File: src/assert_macros.svh
// Assertion macros used by the equalizer top level.
`ifndef ASSERT_MACROS_SVH
`define ASSERT_MACROS_SVH

// Same-cycle implication, checked on every rising clk edge outside reset.
`define ASSERT_IMP(lbl, ante, cons) \
    lbl: assert property (@(posedge clk) disable iff (!rst_n) (ante) |-> (cons)) \
        else $error("assertion failed: same-cycle implication");

// Next-cycle implication, checked on every rising clk edge outside reset.
`define ASSERT_NXT(lbl, ante, cons) \
    lbl: assert property (@(posedge clk) disable iff (!rst_n) (ante) |=> (cons)) \
        else $error("assertion failed: next-cycle implication");

`endif

File: src/cbq_eq_pkg.sv
// Shared types and constants of the cascaded biquad equalizer.
package cbq_eq_pkg;

    // Coefficient slots within one band
    localparam int SLOTS = 5;
    localparam logic [2:0] SLOT_B0 = 3'd0;
    localparam logic [2:0] SLOT_B1 = 3'd1;
    localparam logic [2:0] SLOT_B2 = 3'd2;
    localparam logic [2:0] SLOT_A1 = 3'd3;
    localparam logic [2:0] SLOT_A2 = 3'd4;

    // Item commands
    localparam logic CMD_FILTER    = 1'b0;
    localparam logic CMD_COEF_WRITE = 1'b1;

    // Fixed-point layout
    localparam int GUARD_BITS = 8;
    localparam int DELAY_BITS = 40;
    localparam logic [4:0] BAND_COUNT_RESET = 5'd10;

    // Controller states
    typedef enum logic [1:0] {
        ST_IDLE,
        ST_RUN,
        ST_FINISH
    } state_t;

    // Steps of one band on the shared multiplier
    typedef enum logic [2:0] {
        STEP_READ,
        STEP_MUL_B0,
        STEP_Y,
        STEP_Z1A,
        STEP_Z2A,
        STEP_Z1B,
        STEP_WRITE
    } step_t;

    // Commands from the controller to the datapath
    typedef struct packed {
        logic  accept_sample;
        logic  coef_write;
        logic  band_active;
        step_t step;
        logic  load_out;
    } cmd_t;

endpackage

File: src/cbq_eq_ctrl.sv
// Controller of the equalizer: handshakes, band sequencing, band count register.
module cbq_eq_ctrl #(
    parameter int MAX_BANDS = 16
) (
    input  logic                                clk,
    input  logic                                rst_n,
    input  logic                                in_valid,
    output logic                                in_stall,
    input  logic                                command,
    output logic                                out_valid,
    input  logic                                out_stall,
    input  logic                                cfg_valid,
    output logic                                cfg_ready,
    input  logic [4:0]                          cfg_data,
    output cbq_eq_pkg::cmd_t                    cmd,
    output logic [((MAX_BANDS > 1) ? $clog2(MAX_BANDS) : 1)-1:0] band
);

    localparam int BI_W = (MAX_BANDS > 1) ? $clog2(MAX_BANDS) : 1;
    localparam int BC_W = $clog2(MAX_BANDS + 1);

    cbq_eq_pkg::state_t state_reg, state_next;
    cbq_eq_pkg::step_t  step_reg, step_next;
    logic [BC_W-1:0]    band_reg, band_next;
    logic               out_valid_reg, out_valid_next;
    logic [4:0]         band_count_reg;
    logic [BC_W-1:0]    limit;
    logic               accept;

    // Band count register, written only while idle
    always_ff @(posedge clk or negedge rst_n)
    begin
        if (!rst_n)
            band_count_reg <= cbq_eq_pkg::BAND_COUNT_RESET;
        else if (cfg_valid && cfg_ready)
            band_count_reg <= cfg_data;
    end

    // No sample in flight and none arriving
    assign cfg_ready = (state_reg == cbq_eq_pkg::ST_IDLE) && !in_valid;

    // Counts above the band total act as the band total
    assign limit = (6'(band_count_reg) > 6'(MAX_BANDS)) ? BC_W'(MAX_BANDS)
                                                        : BC_W'(band_count_reg);

    assign in_stall  = (state_reg != cbq_eq_pkg::ST_IDLE);
    assign accept    = in_valid && !in_stall;
    assign out_valid = out_valid_reg;
    assign band      = band_reg[BI_W-1:0];

    // State registers
    always_ff @(posedge clk or negedge rst_n)
    begin
        if (!rst_n)
        begin
            state_reg     <= cbq_eq_pkg::ST_IDLE;
            step_reg      <= cbq_eq_pkg::STEP_READ;
            band_reg      <= '0;
            out_valid_reg <= 1'b0;
        end
        else
        begin
            state_reg     <= state_next;
            step_reg      <= step_next;
            band_reg      <= band_next;
            out_valid_reg <= out_valid_next;
        end
    end

    // Next state and datapath commands
    always_comb
    begin
        state_next        = state_reg;
        step_next         = step_reg;
        band_next         = band_reg;
        cmd.accept_sample = 1'b0;
        cmd.coef_write    = 1'b0;
        cmd.band_active   = 1'b0;
        cmd.step          = step_reg;
        cmd.load_out      = 1'b0;

        unique case (state_reg)
            cbq_eq_pkg::ST_IDLE:
            begin
                if (accept)
                begin
                    if (command == cbq_eq_pkg::CMD_COEF_WRITE)
                        cmd.coef_write = 1'b1;
                    else
                    begin
                        cmd.accept_sample = 1'b1;
                        step_next         = cbq_eq_pkg::STEP_READ;
                        band_next         = '0;
                        state_next        = (limit == '0) ? cbq_eq_pkg::ST_FINISH
                                                          : cbq_eq_pkg::ST_RUN;
                    end
                end
            end
            cbq_eq_pkg::ST_RUN:
            begin
                cmd.band_active = 1'b1;
                unique case (step_reg)
                    cbq_eq_pkg::STEP_READ:   step_next = cbq_eq_pkg::STEP_MUL_B0;
                    cbq_eq_pkg::STEP_MUL_B0: step_next = cbq_eq_pkg::STEP_Y;
                    cbq_eq_pkg::STEP_Y:      step_next = cbq_eq_pkg::STEP_Z1A;
                    cbq_eq_pkg::STEP_Z1A:    step_next = cbq_eq_pkg::STEP_Z2A;
                    cbq_eq_pkg::STEP_Z2A:    step_next = cbq_eq_pkg::STEP_Z1B;
                    cbq_eq_pkg::STEP_Z1B:    step_next = cbq_eq_pkg::STEP_WRITE;
                    cbq_eq_pkg::STEP_WRITE:
                    begin
                        step_next = cbq_eq_pkg::STEP_READ;
                        if (band_reg == limit - BC_W'(1))
                            state_next = cbq_eq_pkg::ST_FINISH;
                        else
                            band_next = band_reg + BC_W'(1);
                    end
                    default: step_next = cbq_eq_pkg::STEP_READ;
                endcase
            end
            cbq_eq_pkg::ST_FINISH:
            begin
                if (!out_valid_reg || !out_stall)
                begin
                    cmd.load_out = 1'b1;
                    state_next   = cbq_eq_pkg::ST_IDLE;
                end
            end
            default: state_next = cbq_eq_pkg::ST_IDLE;
        endcase

        // Output slot: filled on load, drained when taken
        out_valid_next = cmd.load_out || (out_valid_reg && out_stall);
    end

endmodule

File: config.mk
export PLATFORM = sky130hd
export DESIGN_NAME = cbq_eq_ctrl
export DESIGN_NICKNAME = d
export VERILOG_FILES = /design/src/assert_macros.svh /design/src/cbq_eq_pkg.sv /design/src/cbq_eq_ctrl.sv
export SDC_FILE = /design/constraint.sdc
export NUM_CORES = 1
export LEC_CHECK = 0
export ABC_AREA = 0
export BUFFER_PORTS_ARGS = -buffer_cell sky130_fd_sc_hd__buf_2
export CORE_MARGIN = 5
export CORE_UTILIZATION = 35
export DETAILED_ROUTE_END_ITERATION = 16
export PLACE_DENSITY = 0.63
export SYNTH_ARGS = -nofsm -noshare
export SYNTH_HDL_FRONTEND = slang
export SYNTH_SLANG_ARGS = --single-unit
File: constraint.sdc
create_clock -name clk -period 2.7 [get_ports clk]
set_input_delay 0.405 -clock clk [delete_from_list [all_inputs] [get_ports clk]]
set_output_delay 0.405 -clock clk [all_outputs]
set_load 0.01 [all_outputs]
Word-level counts from Yosys, hierarchy flattened
Cells that the tools add are included.

word-level totals
  logic and storage cells = 65
  output and inout bits = 14
  register bits = 16
  input bits = 11

operators by class
  equality and inequality tests = 15
  reductions and logical operators = 18
  mux-type cells = 24
  $add $sub $neg = 2
  magnitude comparators = 1

operators by type and width
  operator                                                                number
  5-bit 2-to-1 mux                                                        5
  3-bit case mux with 6 select lines                                      1
  2-bit 2-to-1 mux                                                        8
  2-bit != test (second input constant)                                   6
  5-bit case mux with 2 select lines                                      1
  5-bit AND reduction                                                     2
  3-bit equality test (second input constant)                             3
  3-bit by 2-bit equality test with 1-bit output (second input constant)  2
  3-bit 2-to-1 mux                                                        2
  2-bit case mux with 3 select lines                                      1
  3-bit case mux with 2 select lines                                      1
  5-bit by 1-bit adder with 5-bit output (second input constant)          1
  5-bit equality test                                                     1
  5-bit > comparator (second input constant)                              1
  5-bit logical NOT                                                       1
  1-bit 2-to-1 mux                                                        5
  5-bit by 1-bit subtractor with 5-bit output (second input constant)     1
  1-bit logical AND                                                       4
  1-bit logical NOT                                                       4
  2-bit nonzero test                                                      2
  3-bit by 1-bit equality test with 1-bit output (second input constant)  1
  3-bit logical NOT                                                       1
  3-bit AND reduction                                                     1
  2-bit by 1-bit equality test with 1-bit output (second input constant)  1
  other kinds (3)                                                         4

Depth between registers and ports, before layout
Gate-level depths: netlist of run 1.

  depth after elaboration = 7
  depth in mapped cells = 8
  gate-level depth less buffers = 7

Least setup slack after synthesis of run 1
Ideal clock, no wire load.

  path type = register to register
  from = register band_count_reg[4]
  to = register band_reg[1]
  arrival = 1.883 ns
  stages on the path, launching flop included = 9
  data required time = 2.575 ns
  setup slack = 0.693 ns
  path buffers = 1
  period minus slack after synthesis = 2.007 ns
  library setup time = 0.125 ns
  cell sequence = dfrtp_1 > clkbuf_1 > nand2b_1 > ha_1 > nor4b_2 > a211oi_1 > a31oi_2 > a31o_2 > o22ai_1

between the ends
  longest elaborated chain between the ends = 6

RTL lines
  element                                          line                source
  start: declaration                               cbq_eq_ctrl.sv:26   logic [4:0] band_count_reg;
  start signal: assignment                         cbq_eq_ctrl.sv:34   band_count_reg <= cbq_eq_pkg::BAND_COUNT_RESET;
  start signal: assignment                         cbq_eq_ctrl.sv:36   band_count_reg <= cfg_data;
  5-bit > comparator                               cbq_eq_ctrl.sv:43   assign limit = (6'(band_count_reg) > 6'(MAX_BANDS)) ? BC_W'(MAX_BANDS)
  5-bit 2-to-1 mux (*)                             cbq_eq_ctrl.sv:43
  5-bit by 1-bit subtractor with 5-bit output (*)  cbq_eq_ctrl.sv:112  if (band_reg == limit - BC_W'(1))
  5-bit equality test (*)                          cbq_eq_ctrl.sv:112
  2-bit != test (no line) (*)                      --
  5-bit AND reduction (no line) (*)                --
  end signal: assignment                           cbq_eq_ctrl.sv:65   band_reg <= band_next;
  end: declaration                                 cbq_eq_ctrl.sv:24   logic [BC_W-1:0] band_reg, band_next;

Mark *: on every way between the ends. The rest lies on a longest branch, timed or not.
A chain may end at the register's enable or synchronous reset.

Worst setup path in the final report of run 1
  from = register band_count_reg[4]
  to = register state_reg[0]

between the ends
  longest elaborated chain between the ends = 7
  elaborated cells on any way between the ends = 11
  those cells by class = 1 x add/sub; 1 x order compare; 2 x eq/ne; 5 x mux; 2 x reduce/logical

RTL lines
  element                                                                                              line               source
  5-bit > comparator                                                                                   cbq_eq_ctrl.sv:43
  5-bit 2-to-1 mux (*)                                                                                 cbq_eq_ctrl.sv:43
  parallel branches: the longest is 5 deep, another holds 5-bit by 1-bit subtractor with 5-bit output  --
  end signal: assignment                                                                               cbq_eq_ctrl.sv:56  state_reg <= cbq_eq_pkg::ST_IDLE;
  end signal: assignment                                                                               cbq_eq_ctrl.sv:63  state_reg <= state_next;
  end: declaration                                                                                     cbq_eq_ctrl.sv:22  cbq_eq_pkg::state_t state_reg, state_next;

Mark *: on every way between the ends. The select of a mux whose other input is x is not followed.

==> results of run 1 <==
[final cells by class]
cell class / count / area (um2) / share of cell area, %
Clock buffer: 4 / 36.3 / 3.00
Inverter: 5 / 18.8 / 1.55
Multi-Input combinational cell: 84 / 591 / 48.8
Sequential cell: 16 / 403 / 33.3
Tap cell: 33 / 41.3 / 3.41
Timing Repair Buffer: 24 / 120 / 9.93
[routing by layer]
metal | global-route usage [%] | part of all wire (%)
met5 | 0 | 0
met3 | 3.81 | 5.2
met2 | 19.0 | 49
met4 | 3.96 | 1.3
met1 | 14.4 | 44
[path summary, 6_finish.rpt]
check                                              startpoint  cells after the start  slack (ns)                            end
worst min register to register            out_valid$_DFF_PN0_                      2        0.54            out_valid$_DFF_PN0_
worst max-delay path            band_count_reg[4]$_DFFE_PN0P_                      7        0.46       state_reg[0]$_DFFE_PN0P_
worst min-delay path                                    rst_n                      1        0.01        step_reg[1]$_DFFE_PN0P_
max in group asynchronous                               rst_n                      1        2.37  band_count_reg[1]$_DFFE_PN1P_
min in group clk                                  cfg_data[0]                      2        0.33  band_count_reg[0]$_DFFE_PN0P_
worst max register to register  band_count_reg[4]$_DFFE_PN0P_                      7        0.46       state_reg[0]$_DFFE_PN0P_
[through the flow]
stage	instances	util, %	instance area, um2	power [mW]	worst slack (ns)
after floorplan	113	-	1060	0.935	0.693
after global placement	162	39.4	1170	1.04	0.640
after detailed placement	162	39.4	1170	1.07	0.512
after CTS	166	40.6	1210	1.23	0.490
after global routing	166	40.6	1210	1.33	0.293
final	166	40.6	1210	1.22	0.461
[kinds of logic after synthesis]
kind of cell	after synthesis	synth area share, %
AND/OR/NAND/NOR	47	25.4
flip-flops	16	38.1
XOR/XNOR	2	1.66
adder cells (fa/ha/maj)	2	2.37
buffers and inverters	13	6.03
AO/OA/AOI/OAI	24	17.3
multiplexers	9	9.11
[power groups by stage]
| stage | sequential (mW) | combinational [mW] | clock, mW |
|---|---|---|---|
| global route | 0.495 | 0.653 | 0.180 |
| finish | 0.478 | 0.585 | 0.160 |
| global placement | 0.474 | 0.570 | 0 |
| detailed placement | 0.481 | 0.588 | 0 |
| floorplan | 0.423 | 0.511 | 0 |
| CTS | 0.477 | 0.590 | 0.166 |
[placed cells by master (no fill, tap or decap), types with 2 or more instances in the layout]
cell | synthesis | routed
nand2b_1 | 11 | 11
o21ai_1 | 2 | 2
buf_2 | 0 | 24
nand2_1 | 14 | 14
ha_1 | 2 | 2
nor2b_1 | 4 | 4
o22ai_1 | 3 | 3
dfstp_2 | 2 | 2
nand4_1 | 3 | 3
mux2i_1 | 4 | 4
clkbuf_4 | 0 | 3
a22o_1 | 2 | 2
dfrtp_1 | 14 | 14
a21oi_1 | 5 | 5
nor2_1 | 5 | 5
xor2_1 | 2 | 2
inv_1 | 4 | 4
mux2_1 | 5 | 5
[critical path: cells and delay by family, from the launching register on]
kind | cells | cell delay, ns
simple gates | 3 | 0.68
flops | 1 | 0.51
fa+ha+maj | 1 | 0.26
compound gates | 3 | 0.66
==> results.yml, run 1 <==
die:
  die_h_um: 65.0
  rows: 20
  ioPinCount: 25
  start_util_pct: 35.5
  die_w_um: 65.0
  coreArea_mm2: 0.00298
  die_area_mm2: 0.00422
pwr:
  power_density_mw_per_mm2: 1010
  clockPowerShare_pct: 13.1
  intPower_mw: 0.692
  p_seq_share_pct: 39.1
  power.share.combinational_pct: 47.8
  peakVddDrop_v: 0.000479
  switchingPower_mw: 0.531
  p_leak_nw: 0.567
  p_sw_share_pct: 43.4
final_layout:
  antennaDiodeCount: 0
  nFillCells: 312
  drive_gt1_share_pct: 27.1
  nNetsFinal: 147
  syn_to_final_growth_pct: 14.4
clocking:
  root_buffer: "clkbuf_4"
  cts_tree: "done"
  insertion_delay_ns: 0.29
  post-cts-setup-buffer-count: 0
  cts_buffer_depth: 2
  htree_levels: 1
  cts_resized: 0
  cts.clk_slew.worst_paths_ns: 0.09
  cts_hold_buf: 0
  cts_made_buffers: 3
  cts_sinks: 16
sta:
  fin_crit_ns: 2.24
  rsz0062_at_grt: "no"
  drv_slew: 0
  fin_crit_sh_pct: 82.9
  fin_setup_tns_ns: 0
  hold_ws_ns: 0.0140
  hold_violations: 0
  fmax_mhz: 447
  worst_pin_slew_ns: 0.487
  finalSetupViolations: 0
  slew_headroom_pct: 67.3
  skew_ns: 0.00248
synthesis:
  syn_area_per_cell_um2: 9.36
  ys_top_cells_by_count: "dfrtp_1 (14), nand2_1 (14), nand2b_1 (11)"
  synth-seq-area-share_pct: 38.1
  ys.flop_type: "dfrtp_1"
  synth_top_area_share_pct: 33.1
  synth_cell_types: 41
  synth_edf_count: 0
  syn_nets: 126
  synth_area_leaders: "dfrtp_1 (33%), nand2b_1 (6.5%), mux2_1 (5.3%), dfstp_2 (5.0%), nand2_1 (5.0%)"
  synthCells: 113
  yosys_warnings: 0
  syn_area_mm2: 0.00106
  ys_ff_latch: 16
  async_flop_share_pct: 100
  yosysTopAreaCell: "dfrtp_1"
critical_path:
  critPathKind: "reg2reg"
  end_kind: "register"
  cpPeakStageDelay_ns: 0.51
  setup.worst_path.start_class: "register"
  critPathSlowestCell: "dfrtp_1"
  path_max_fanout: 10
  arrival_ns: 2.41
  crit_chain: "nand2b_1 > ha_1 > nor4b_2 > a211oi_1 > a31oi_2 > nand4_1 > o2bb2ai_1"
  cp.required_ns: 2.87
drt:
  vias: 893
  drtAntennaViolNets: 0
  wirelength_um: 2260
  route.detailed.drc: 0
  drt_pre_antenna_iters: 4
  avgViaCountPerCell: 5.38
  drt-initial-drc-count: 23
  wl_per_cell_um: 13.6
global_routing:
  grt_pass1_wl_um: 3820
  grt-ovfl-total: 0
  antenna_found_initial: 0
  groute.usage.overall_pct: 11.7
  grt_pass1_vias: 845
  grt_max_degree: 17
hold_path:
  worstHoldPathType: "in2async"
placed_design:
  hpwl_um: 1750
  gp_congestion: 0.762
  io_buffers: 24
flow_run:
  cap_violations: 0
outcome:
  status: "finished clean"
Note: power is estimated with default switching activity, not from simulation.
==> run 2, diff against run 1 <==
PLACE_DENSITY = 0.65   (was 0.63)
clock period = 1.9 ns   (was 2.7 ns; I/O delays follow)
==> run 2 against run 1 <==
Effect of this change:
- the run now ends with negative setup slack left
- die area unchanged
- highest routed layer is now met3
- critical endpoint is now band_reg[1]$_DFFE_PN0P_
- worst setup slack got worse by 0.47 ns
- first-iteration DRC count decreased by 8.7%
- cell area grew 14%
- non-clock buffer count up 11
- critical path type unchanged
==> results.yml, run 2 (synthesis results as in run 1) <==
clocking:
  root_buffer: "clkbuf_4"
  htree_levels: 1
  cts_made_buffers: 3
  cts.clk_slew.worst_paths_ns: 0.11
  cts_sinks: 16
  cts_buffer_depth: 2
  cts_tree: "done"
  insertion_delay_ns: 0.30
drt:
  route.detailed.drc: 0
  drtAntennaViolNets: 0
  wl_per_cell_um: 14.7
  drt-initial-drc-count: 21
  wirelength_um: 2600
  vias: 943
  drt_pre_antenna_iters: 4
  avgViaCountPerCell: 5.33
hold_path:
  worstHoldPathType: "in2reg"
  hp-start: "cfg_data[0]"
flow_run:
  cap_violations: 0
global_routing:
  grt_pass1_vias: 930
  grt_pass1_wl_um: 4320
  grt-ovfl-total: 0
  met1_usage_pct: 16.0
  use_met2_pct: 22.3
  groute.usage.overall_pct: 13.2
  antenna_found_initial: 0
  gr-usage-met3_pct: 3.99
  grt_max_degree: 17
  top_usage_layer: "met2"
final_layout:
  layout_commonest_cell: "buf_2"
  syn_to_final_growth_pct: 30.7
  fin_area_mm2: 0.00138
  seq_area_um2: 404
  antennaDiodeCount: 0
  drive_gt1_share_pct: 38.2
  most-common-layout-cells: "buf_2 (24), nand2_1 (14), dfrtp_1 (13)"
  nFillCells: 292
  nNetsFinal: 158
  multi_input_area_um2: 672
sta:
  rsz0062_at_grt: "yes"
  skew_ns: 0.00772
  slew_headroom_pct: 71.0
  fin_crit_ns: 1.91
  finalWorstSetupSlack_ns: -0.00590
  fmax_mhz: 525
  hold_violations: 0
  drv_slew: 0
  finalSetupViolations: 1
  fin_crit_sh_pct: 100
  worst_pin_slew_ns: 0.431
placed_design:
  io_buffers: 24
  gp_congestion: 0.768
  dpl_cell_area_mm2: 0.00124
  hpwl_um: 1910
critical_path:
  end_kind: "register"
  arrival_ns: 2.13
  path_max_fanout: 4
  critPathKind: "reg2reg"
  setup.worst_path.start_class: "register"
  crit_start: "band_count_reg[4]$_DFFE_PN0P_"
  timing.rr.start: "band_count_reg[4]$_DFFE_PN0P_"
  cp.required_ns: 2.12
pwr:
  p_leak_nw: 0.645
  total_power_mw: 2.09
  clockPowerShare_pct: 11.3
  power.share.combinational_pct: 57.6
  switchingPower_mw: 0.886
  intPower_mw: 1.20
  power_density_mw_per_mm2: 1510
  p_seq_share_pct: 31.0
  p_sw_share_pct: 42.5
  peakVddDrop_v: 0.000769
die:
  rows: 20
  die_area_mm2: 0.00422
  coreArea_mm2: 0.00298
  die_h_um: 65.0
  ioPinCount: 25
  start_util_pct: 35.5
  die_w_um: 65.0
outcome:
  violations: "negative setup slack"
  status: "finished with violations"
-- run 2: path summary, 6_finish.rpt --
check                           slack, ns                             to  depth (start not counted)
worst min register to register       0.54        band_reg[4]$_DFFE_PN0P_                          2
worst min-delay path                 0.20  band_count_reg[0]$_DFFE_PN0P_                          2
min in group asynchronous            0.43        step_reg[1]$_DFFE_PN0P_                          2
worst max register to register     -0.006        band_reg[1]$_DFFE_PN0P_                          6
worst max-delay path               -0.006        band_reg[1]$_DFFE_PN0P_                          6
max in group asynchronous            1.15  band_count_reg[3]$_DFFE_PN1P_                          2
-- run 2: what timing repair did --
| action | CTS | global route |
|---|---|---|
| setup buffers | 0 | 2 |
| pin swaps | 3 | 6 |
| setup endpoints to repair | 6 | 7 |
| hold buffers | 1 | 0 |
| gates resized for setup | 3 | 10 |
| endpoints found under the hold margin | 14 | 0 |
-- run 2: through the flow --
step | worst slack [ns] | util [%] | hold WS, ns | TNS [ns] | std cells
after floorplan | 0.00603 | - | -0.0106 | 0 | 113
after global placement | 0.0362 | 41.7 | 0.224 | 0 | 170
after detailed placement | -0.0277 | 41.7 | 0.229 | -0.103 | 170
after CTS | -0.0208 | 43.9 | 0.193 | -0.0429 | 175
after global routing | -0.0748 | 46.4 | 0.196 | -0.331 | 177
final | -0.00590 | 46.4 | 0.202 | -0.00590 | 177
-- run 2: power groups by stage --
stage	clock (mW)	sequential, mW	combinational (mW)
2_1_floorplan	0	0.609	0.745
6_report	0.236	0.647	1.20
3_3_place_gp	0	0.619	0.976
5_1_grt	0.263	0.671	1.31
3_5_place_dp	0	0.630	1.01
4_1_cts	0.247	0.633	1.07
-- run 2: final cells by class --
type / count / share of cell area, %
Clock buffer: 4 / 2.63
Inverter: 5 / 1.36
Multi-Input combinational cell: 84 / 48.6
Sequential cell: 16 / 29.3
Tap cell: 33 / 2.99
Timing Repair Buffer: 35 / 15.1
-- run 2: critical path: stages, from the launching register on --
cell	delay, ns
dfrtp_1	0.42
buf_6	0.13
buf_4	0.12
or4_4	0.55
a211oi_4	0.30
a21boi_1	0.14
o22ai_1	0.17
-- run 2: per-layer routing --
metal  part of all wire [%]  vias up
met5                      0        -
met4                      0        0
met3                    5.4        0
met2                     51       30
met1                     44      451
li1                       -      462
==> run 3, diff against run 2 <==
CORE_UTILIZATION = 40   (was 35)
PLACE_DENSITY = 0.72   (was 0.65)
RECOVER_POWER = 100   (was not set)
==> run 3 against run 2 <==
Effect of this change:
- the flow now finishes without violations
- die area shrank 11%
- utilization grew 6.7 points
- total power shrank 4.2%
- count of clock-buffer cells in the layout is the same
- non-clock buffer count shrank 2
- combinational power shrank 6%
- clock power is essentially flat
- critical path depth shrank 1
==> results.yml, run 3 (synthesis results as in run 1) <==
outcome:
  status: "finished clean"
die:
  die_area_mm2: 0.00377
  die_h_um: 61.4
  coreArea_mm2: 0.00250
  die_w_um: 61.4
  ioPinCount: 25
  rows: 18
  start_util_pct: 42.3
clocking:
  cts_buffer_depth: 2
  root_buffer: "clkbuf_4"
  cts_tree: "done"
  cts_sinks: 16
  htree_levels: 1
  cts_made_buffers: 3
  insertion_delay_ns: 0.29
  cts.clk_slew.worst_paths_ns: 0.10
critical_path:
  cpPeakStageDelay_ns: 0.44
  end_kind: "register"
  path_max_fanout: 4
  critPathKind: "reg2reg"
  critPathSlowestCell: "or4_4"
  cp.required_ns: 2.08
  crit_cells: 5
  arrival_ns: 2.04
  critPathTopFamily: "compound AO/OA/AOI/OAI gates"
  setup.worst_path.start_class: "register"
  critical_path_buf_inv_count: 0
  reg2reg_depth: 5
  crit_chain: "o31a_1 > or4_4 > a211oi_4 > a21oi_1 > mux2i_1"
global_routing:
  grt-ovfl-total: 0
  antenna_found_initial: 0
  groute.usage.overall_pct: 13.8
  grt_max_degree: 17
  grt_pass1_wl_um: 3830
  grt_pass1_vias: 870
sta:
  hold_violations: 0
  fmax_mhz: 538
  finalSetupViolations: 0
  slew_headroom_pct: 41.5
  fin_crit_sh_pct: 97.9
  rsz0062_at_grt: "yes"
  drv_slew: 0
  worst_pin_slew_ns: 0.878
  finalWorstSetupSlack_ns: 0.0401
  hold_ws_ns: 0.208
  fin_crit_ns: 1.86
  skew_ns: 0.00833
final_layout:
  syn_to_final_growth_pct: 25.6
  utilization_pct: 53.1
  nNetsFinal: 156
  layout_commonest_cell: "buf_2"
  drive_gt1_share_pct: 28.9
  nFillCells: 232
  fin_area_mm2: 0.00133
  antennaDiodeCount: 0
  most-common-layout-cells: "buf_2 (16), nand2_1 (14), dfrtp_1 (14)"
pwr:
  power_density_mw_per_mm2: 1500
  p_seq_share_pct: 31.8
  p_leak_nw: 0.597
  peakVddDrop_v: 0.000861
  total_power_mw: 2.00
  clockPowerShare_pct: 11.7
  p_sw_share_pct: 43.1
  intPower_mw: 1.14
  power.share.combinational_pct: 56.6
  switchingPower_mw: 0.860
drt:
  vias: 924
  avgViaCountPerCell: 5.37
  wl_per_cell_um: 14.3
  drt_pre_antenna_iters: 4
  top_layer: "met4"
  route.met3.wl_um: 87
  drtAntennaViolNets: 0
  wirelength_um: 2470
  drt-initial-drc-count: 17
  wl_met1_um: 1080
  route.detailed.drc: 0
  wl_met2_um: 1230
hold_path:
  worstHoldPathType: "in2reg"
  holdPathStages: 2
flow_run:
  cap_violations: 0
placed_design:
  hpwl_um: 1800
  gp_congestion: 0.750
  dpl_cell_area_mm2: 0.00123
  dp_slack_ns: -0.0405
  io_buffers: 24
-- run 3: changes by cell type in the layout (fill, tap and decap cells not counted), moves of 2 or more --
| cell | previous run | this run |
|---|---|---|
| buf_2 | 24 | 16 |
| clkbuf_1 | 0 | 8 |
| nand2b_1 | 9 | 11 |
| nand2b_4 | 2 | 0 |
-- run 3: final cells by class --
type	instances	area [um2]	area share, %
timing repair buffer	33	180	13.6
inverter	5	18.8	1.41
clock buffer	4	36.3	2.73
tap	30	37.5	2.83
multi-input combinational	84	652	49.1
sequential	16	403	30.3
-- run 3: power by group through the flow --
stage	Combinational, mW	Sequential (mW)	Clock [mW]
finish	1.13	0.634	0.233
global route	1.24	0.658	0.257
CTS	1.04	0.627	0.241
detailed placement	0.996	0.635	0
global placement	0.961	0.621	0
floorplan	0.745	0.609	0
-- run 3: worst paths after layout --
check | start | end | slack (ns)
setup / recovery | band_count_reg[0]$_DFFE_PN0P_ | band_reg[4]$_DFFE_PN0P_ | 0.04
hold / removal | cfg_data[0] | band_count_reg[0]$_DFFE_PN0P_ | 0.21
setup reg to reg | band_count_reg[0]$_DFFE_PN0P_ | band_reg[4]$_DFFE_PN0P_ | 0.04
hold reg to reg | band_reg[4]$_DFFE_PN0P_ | band_reg[4]$_DFFE_PN0P_ | 0.54
max in group asynchronous | rst_n | band_reg[4]$_DFFE_PN0P_ | 0.74
min in group asynchronous | rst_n | out_valid$_DFF_PN0_ | 0.62
-- run 3: per-layer routing --
metal,track usage [%],up-vias
met1,17.2,442
met2,23.0,19
met3,2.10,6
met4,7.58,0
met5,0,-
li1,-,457
-- run 3: repair_timing --
action / 4_1_cts / 5_1_grt
resized for setup: 2 / 6
buffers inserted: 0 / 1
hold endpoints to repair: 14 / 0
hold buffers: 1 / 0
pin swaps: 2 / 1
endpoints found under the setup margin: 6 / 7
-- run 3: worst reg2reg max path, cell delays in order (launching register included) --
cell and delay (ns):
dfrtp_1 0.42, o31a_1 0.32, or4_4 0.44, a211oi_4 0.29, a21oi_1 0.13, mux2i_1 0.13
-- run 3: through the flow --
step / instances / TNS [ns]
floorplan: 113 / 0
global placement: 166 / 0
finish: 172 / 0
detailed placement: 166 / -0.102
global route: 172 / -0.300
CTS: 171 / -0.00763
